--- config.mk ---
export PLATFORM = sky130hd
export DESIGN_NAME = acpu_div
export DESIGN_NICKNAME = d
export VERILOG_FILES = /design/src/acpu_pkg.sv /design/src/acpu_div.sv
export SDC_FILE = /design/constraint.sdc
export NUM_CORES = 1
export LEC_CHECK = 0
export CORE_AREA = 2 2 119 121
export CTS_BUF_LIST = sky130_fd_sc_hd__clkbuf_8
export DETAILED_ROUTE_END_ITERATION = 10
export DIE_AREA = 0 0 121 123
export DONT_BUFFER_PORTS = 1
export PLACE_DENSITY_LB_ADDON = 0.3
export SLEW_MARGIN = 20
export SYNTH_ARGS = -nofsm -noshare
export SYNTH_HDL_FRONTEND = slang
export SYNTH_SLANG_ARGS = --single-unit
--- constraint.sdc ---
create_clock -name clk -period 3 [get_ports clk]
set_input_delay 0.3 -clock clk [delete_from_list [all_inputs] [get_ports clk]]
set_output_delay 0.3 -clock clk [all_outputs]
set_load 0.02 [all_outputs]
--- src/acpu_pkg.sv ---
// Package with opcodes, status codes and sizing constants of the accumulator execute block.
`default_nettype none
package acpu_pkg;
	localparam int DataWordsDefault    = 128;
	localparam int ProgramWordsDefault = 256;
	localparam int OpW   = 8;
	localparam int ArgW  = 8;
	localparam int PcW   = 8;
	localparam int AccW  = 32;
	localparam int StatW = 2;

	typedef enum logic [7:0] {
		OP_LOAD_M = 8'd0, OP_LOAD_V = 8'd1, OP_STORE = 8'd2, OP_ADD = 8'd3,
		OP_SUB = 8'd4, OP_MUL = 8'd5, OP_DIV = 8'd6, OP_INC = 8'd7,
		OP_DEC = 8'd8, OP_AND = 8'd9, OP_OR = 8'd10, OP_NOT = 8'd11,
		OP_JMP = 8'd12, OP_JZ = 8'd13, OP_JNZ = 8'd14, OP_JG = 8'd15,
		OP_JL = 8'd16, OP_JGE = 8'd17, OP_JLE = 8'd18, OP_HLT = 8'd19
	} opcode_t;

	typedef enum logic [1:0] {
		ST_OK = 2'd0, ST_HALT = 2'd1, ST_UNKNOWN = 2'd2, ST_DIV0 = 2'd3
	} status_t;

	typedef struct packed {
		logic [AccW-1:0] quotient;
	} div_res_t;
endpackage
`default_nettype wire

--- src/acpu_div.sv ---
// Iterative signed divider, one quotient bit per cycle.
`default_nettype none
module acpu_div (
	input  wire logic                      clk,
	input  wire logic                      arst_n,
	input  wire logic                      start,
	input  wire logic [acpu_pkg::AccW-1:0] dividend,
	input  wire logic [acpu_pkg::AccW-1:0] divisor,
	output      logic                      done,
	output      acpu_pkg::div_res_t        result
);
	localparam int W = acpu_pkg::AccW;
	logic [W-1:0]         rem_q, quo_q, den_q;
	logic [$clog2(W):0]   cnt_q;
	logic                 neg_q, busy_q;
	logic [W:0]           trial;
	logic [W-1:0]         shifted;

	always_comb begin
		shifted = {rem_q[W-2:0], quo_q[W-1]};
		trial   = {1'b0, shifted} - {1'b0, den_q};
	end

	always_ff @(posedge clk or negedge arst_n) begin
		if (!arst_n) begin
			busy_q <= 1'b0;
			done   <= 1'b0;
			cnt_q  <= '0;
		end else begin
			done <= 1'b0;
			if (start) begin
				busy_q <= 1'b1;
				cnt_q  <= '0;
				rem_q  <= '0;
				quo_q  <= dividend[W-1] ? -dividend : dividend;
				den_q  <= divisor[W-1] ? -divisor : divisor;
				neg_q  <= dividend[W-1] ^ divisor[W-1];
			end else if (busy_q) begin
				if (trial[W]) begin
					rem_q <= shifted;
					quo_q <= {quo_q[W-2:0], 1'b0};
				end else begin
					rem_q <= trial[W-1:0];
					quo_q <= {quo_q[W-2:0], 1'b1};
				end
				cnt_q <= cnt_q + 1'b1;
				if (cnt_q == ($clog2(W)+1)'(W-1)) begin
					busy_q <= 1'b0;
					done   <= 1'b1;
				end
			end
		end
	end

	assign result.quotient = neg_q ? -quo_q : quo_q;
endmodule
`default_nettype wire

## Word-level counts from Yosys, hierarchy flattened

Index checks and enable logic that the tools add are counted.

- $add $sub $neg: 5
- $mul: 0
- Div/mod/pow operators: 0
- $lt $le $gt $ge: 0
- Equality and inequality tests: 1
- Shifts and indexed selects: 0
- Multiplexer cells: 16
- Bitwise logic cells: 1
- Reductions and logical operators: 3

Operators by type and width:

| cell | number |
|---|---|
| $mux 32 | 6 |
| $neg 32->32 | 3 |
| $sub 32x32->33 | 1 |
| $mux 31 | 1 |
| $mux 6 | 2 |
| $mux 1 | 7 |
| $add 6x1->6 const B | 1 |
| $eq 6x5->1 const B | 1 |
| $reduce_and 2->1 | 2 |
| $reduce_bool 2->1 | 1 |
| $xor 1x1->1 | 1 |

- Register bits: 105
- Bits in latches: 0
- Memory bits (writable): 0
- Bits in read-only memories: 0
- Input port bits: 67
- Logic and storage cells: 34
- Memories kept: 0

## Logic depth before layout (Yosys ltp)

- Depth after elaboration: 4
- Gate-level depth with buffers: 13

## Worst setup path before layout

Ideal clock, no wire load.

- Kind: input -> register
- From: in dividend[8] (netlist name)
- To: reg quo_q[29], data pin
- Arrival: 3.172 ns
- Required time: 2.730 ns
- Setup slack: -0.442 ns
- Cell stages on the path: 9
- Path through: or4_4 or3_4 or3_4 or3b_4 or3_4 or4_4 o41ai_2 xor2_1 a21oi_1

- Longest elaborated chain between the ends: 3

RTL lines:

| what | line | source |
|---|---|---|
| from (decl) | acpu_div.sv:7 | `input wire logic [acpu_pkg::AccW-1:0] dividend,` |
| $neg 32->32 | acpu_div.sv:35 | `quo_q <= dividend[W-1] ? -dividend : dividend;` |
| $mux 32 | acpu_div.sv:35 |  |
| $mux 32 | acpu_div.sv:31 | `if (start) begin` |
| to (signal assigned) | acpu_div.sv:35 |  |
| to (signal assigned) | acpu_div.sv:41 | `quo_q <= {quo_q[W-2:0], 1'b0};` |
| to (signal assigned) | acpu_div.sv:44 | `quo_q <= {quo_q[W-2:0], 1'b1};` |
| to (decl) | acpu_div.sv:13 | `logic [W-1:0] rem_q, quo_q, den_q;` |

Every way passes these cells.
A chain may end at the register's enable or synchronous reset.

==> reports/metrics.csv <==
metric,value,unit
status,"finished, violations left",
failing checks,setup timing,
crit end category,primary output,
Leak,0.00373,µW
vias in the first global route,6476,
clock buffer depth,2,
filler cell count,990,
root buf cell,clkbuf_8,
reg-to-reg critical path startpoint,den_q[0],
CP Max Fanout,3,
clk_lat worst skew,410,ps
Setup Slack @ Placement,-519,ps
DR iter-0 viols,666,
initial antenna violation count,0,
Via Count,7089,
chip width,121,µm
critical path arrival,3100,ps
"slowest stage delay, CP",580,ps
crit path kind,flop to primary output,
grt met2 use,0.426,
r2r setup slk,80,ps
Pre-antenna DRT Iters,5,
Final nets,1060,
Final Hold Viols,0,
max_slew headroom,0.479,
gr ovfl total,0,
reg2reg path depth,12,
drt total wl,21500,µm
# DRC,0,
worst vdd ir,339,µV
# H-tree levels,3,
post-synthesis cell type count,62,
final worst-path cycle share,1.13,
largest net degree at the start of global routing,96,
Sinks on Clock Net,104,
share of cells above drive strength 1,0.215,
placer congestion estimate,0.908,
Seq. cell area,3080,µm²
most frequent cells in the layout,"nand2_1 (99), edfxtp_1 (96), nor2_1 (89), buf_4 (76), a21oi_1 (62)",
Post-Syn Area per Cell,8.91,µm²
Crit path top cell by count,nand2_2,
crit path cell chain,or4_4 -> nor4_4 -> nand2b_1 -> o41a_1 -> a21oi_2 -> nand2_2 -> a21oi_4 -> nand2_2 -> xnor2_2 -> buf_6,
skew final,22.1,ps
Std-Cell Rows,43,
total chip power,4310,µW
core area,13600,µm²
Placed Cells,1100,
routed vias/inst,6.22,
reg2reg end,rem_q[30],
Antenna Diode Count,0,
synthesis-stage register bit count,104,
Final ANT Viol Nets,0,
Worst Setup Start Kind,flop,
number of synthesized flops with an enable pin,96,
CP max-delay cell,or4_4,
worst hold path startpoint,arst_n,
global route hottest layer,met2,
endpoints failing setup,14,
mapped cell area,7950,µm²
Cells on Worst Hold Path,0,
grt met1 use,0.367,
io pins,100,
Synth Net Count,996,
die height,123,µm
sequential area share after synthesis,0.388,
Initial Util,0.584,
Layout area overhead,21.9,%
dpl hpwl,14000,µm
Total GRT Usage,0.272,
CTS Buf Count,9,
Max Freq,294,MHz
max-slew violation count,0,
max cap viols,0,
Post-synth top flop,edfxtp_1,
routed len/inst,18.8,µm
Pwr Density,445,nW/µm²
RSZ-0062 raised after global routing,yes,
Final Non-Filler Cells,1140,
area of the multi-input gates,5260,µm²
CTS tree,yes,
PortBufs,0,
"most common cell after layout, fill and taps aside",nand2_1,
WP data required,2700,ps
global-route wire length before repair,32100,µm
minimum clock period,3400,ps
synthesized instance count,892,
hold crit path type,primary input to flop,
GR Util met3,0.0669,
PnR worst setup slack,-404,ps
die area,14900,µm²
synth warn,0,
"FFs w/ async S/R, synth",0.0769,
Hold Crit Endpoint,rem_q[18],
TNS Setup,-3860,ps
"CTS clk-pin slew, worst paths",120,ps
worst slew pin tran,773,ps
area by class of cell:
| cell class | instances | area share |
|---|---|---|
| clock inverters | 6 | 0.00517 |
| flip-flops and latches | 104 | 0.318 |
| clock buffers | 9 | 0.0128 |
| repair buffers | 94 | 0.0800 |
| multi-input cells | 703 | 0.543 |
| well taps | 180 | 0.0233 |
| inverters | 44 | 0.0171 |
stage by stage:
step / hold slack (ps) / area [µm²] / util
6_report: 22.4 / 9690 / 0.712
5_1_grt: 2.56 / 9690 / 0.712
4_1_cts: 5.48 / 9260 / 0.680
3_5_place_dp: 8.98 / 8620 / 0.633
3_3_place_gp: 8.02 / 8620 / 0.633
2_1_floorplan: 4.41 / 8000 / -
synth_stat cells, types with 3 or more instances:
| cell | count | area [µm²] |
|---|---|---|
| dfrtp_1 | 8 | 200 |
| xor2_1 | 46 | 403 |
| a211oi_1 | 5 | 37.5 |
| and2_1 | 3 | 18.8 |
| o41ai_1 | 11 | 96.3 |
| nor3_1 | 11 | 55.1 |
| o211ai_1 | 5 | 37.5 |
| nor2_1 | 90 | 338 |
| clkbuf_1 | 37 | 139 |
| a32oi_1 | 4 | 35.0 |
| a311oi_1 | 22 | 193 |
| or3_1 | 9 | 56.3 |
| nand2_1 | 105 | 394 |
| nor4_1 | 9 | 56.3 |
| or3_4 | 3 | 33.8 |
| and3_1 | 6 | 37.5 |
| nand2b_1 | 14 | 87.6 |
| ha_1 | 36 | 450 |
| a31oi_1 | 3 | 18.8 |
| nand4_1 | 12 | 75.1 |
| o31ai_1 | 20 | 150 |
| a21o_1 | 10 | 75.1 |
| edfxtp_1 | 96 | 2880 |
| nand3_1 | 19 | 95.1 |
| mux2i_1 | 5 | 50.1 |
| o21a_1 | 3 | 22.5 |
| buf_1 | 3 | 11.3 |
| a21oi_1 | 68 | 340 |
| o21bai_1 | 3 | 22.5 |
| o21ai_0 | 57 | 285 |
| or2_2 | 8 | 50.1 |
| xnor2_1 | 66 | 578 |
| inv_1 | 44 | 165 |
| or4_1 | 9 | 67.6 |
| nor2b_1 | 8 | 50.1 |
cells by family after synthesis:
kind of cell    Yosys count  share of synthesized area
simple gates            315                      0.188
buf+inv                  85                     0.0406
mux                       7                    0.00913
flops                   104                      0.388
fa+ha+maj                37                     0.0592
xor+xnor                112                      0.123
compound gates          232                      0.191
routing by layer:
metal | wire (µm) | share of wire
met5 | 0 | 0
met1 | 8920 | 0.42
met3 | 1560 | 0.073
met2 | 10200 | 0.48
met4 | 770 | 0.036
worst max path at each step:
stage	startpoint	endpoint	slack, ps	cells after the start
6_report	quo_q[3]	result[31]	-400	10
5_1_grt	quo_q[3]	result[31]	-520	10
4_1_cts	quo_q[3]	result[28]	-290	8
2_1_floorplan	dividend[8]	quo_q[29]	-440	9
3_3_place_gp	dividend[8]	quo_q[29]	-440	9
3_5_place_dp	dividend[8]	quo_q[29]	-520	9
worst max-delay path, delay by kind of cell, from the launching register on:
family | cells | cell delay, ps
flops | 1 | 420
xor+xnor | 1 | 190
compound gates | 3 | 850
buf+inv | 1 | 150
simple gates | 5 | 1070
flip-flops by register name, indices dropped and copies added (netlist names):
register,flops
den_q,32
quo_q,32
rem_q,31
cnt_q,6
busy_q,1
done,1
neg_q,1
what timing repair did:
action                                  in CTS  in global routing
setup buffers                               18                 14
endpoints found under the setup margin      25                 50
hold buffers                                 6                  0
gates cloned                                 0                  2
hold endpoints to repair                    31                  0
gates resized for setup                     51                 76
pin swaps                                   23                 37
power by group:
part	total [µW]	switching (µW)	internal [µW]	leakage (µW)
Clock	846	536	311	0.0000884
Combinational	1590	880	713	0.00261
Sequential	1870	120	1750	0.00104
Note: power is estimated with default switching activity, not from simulation.
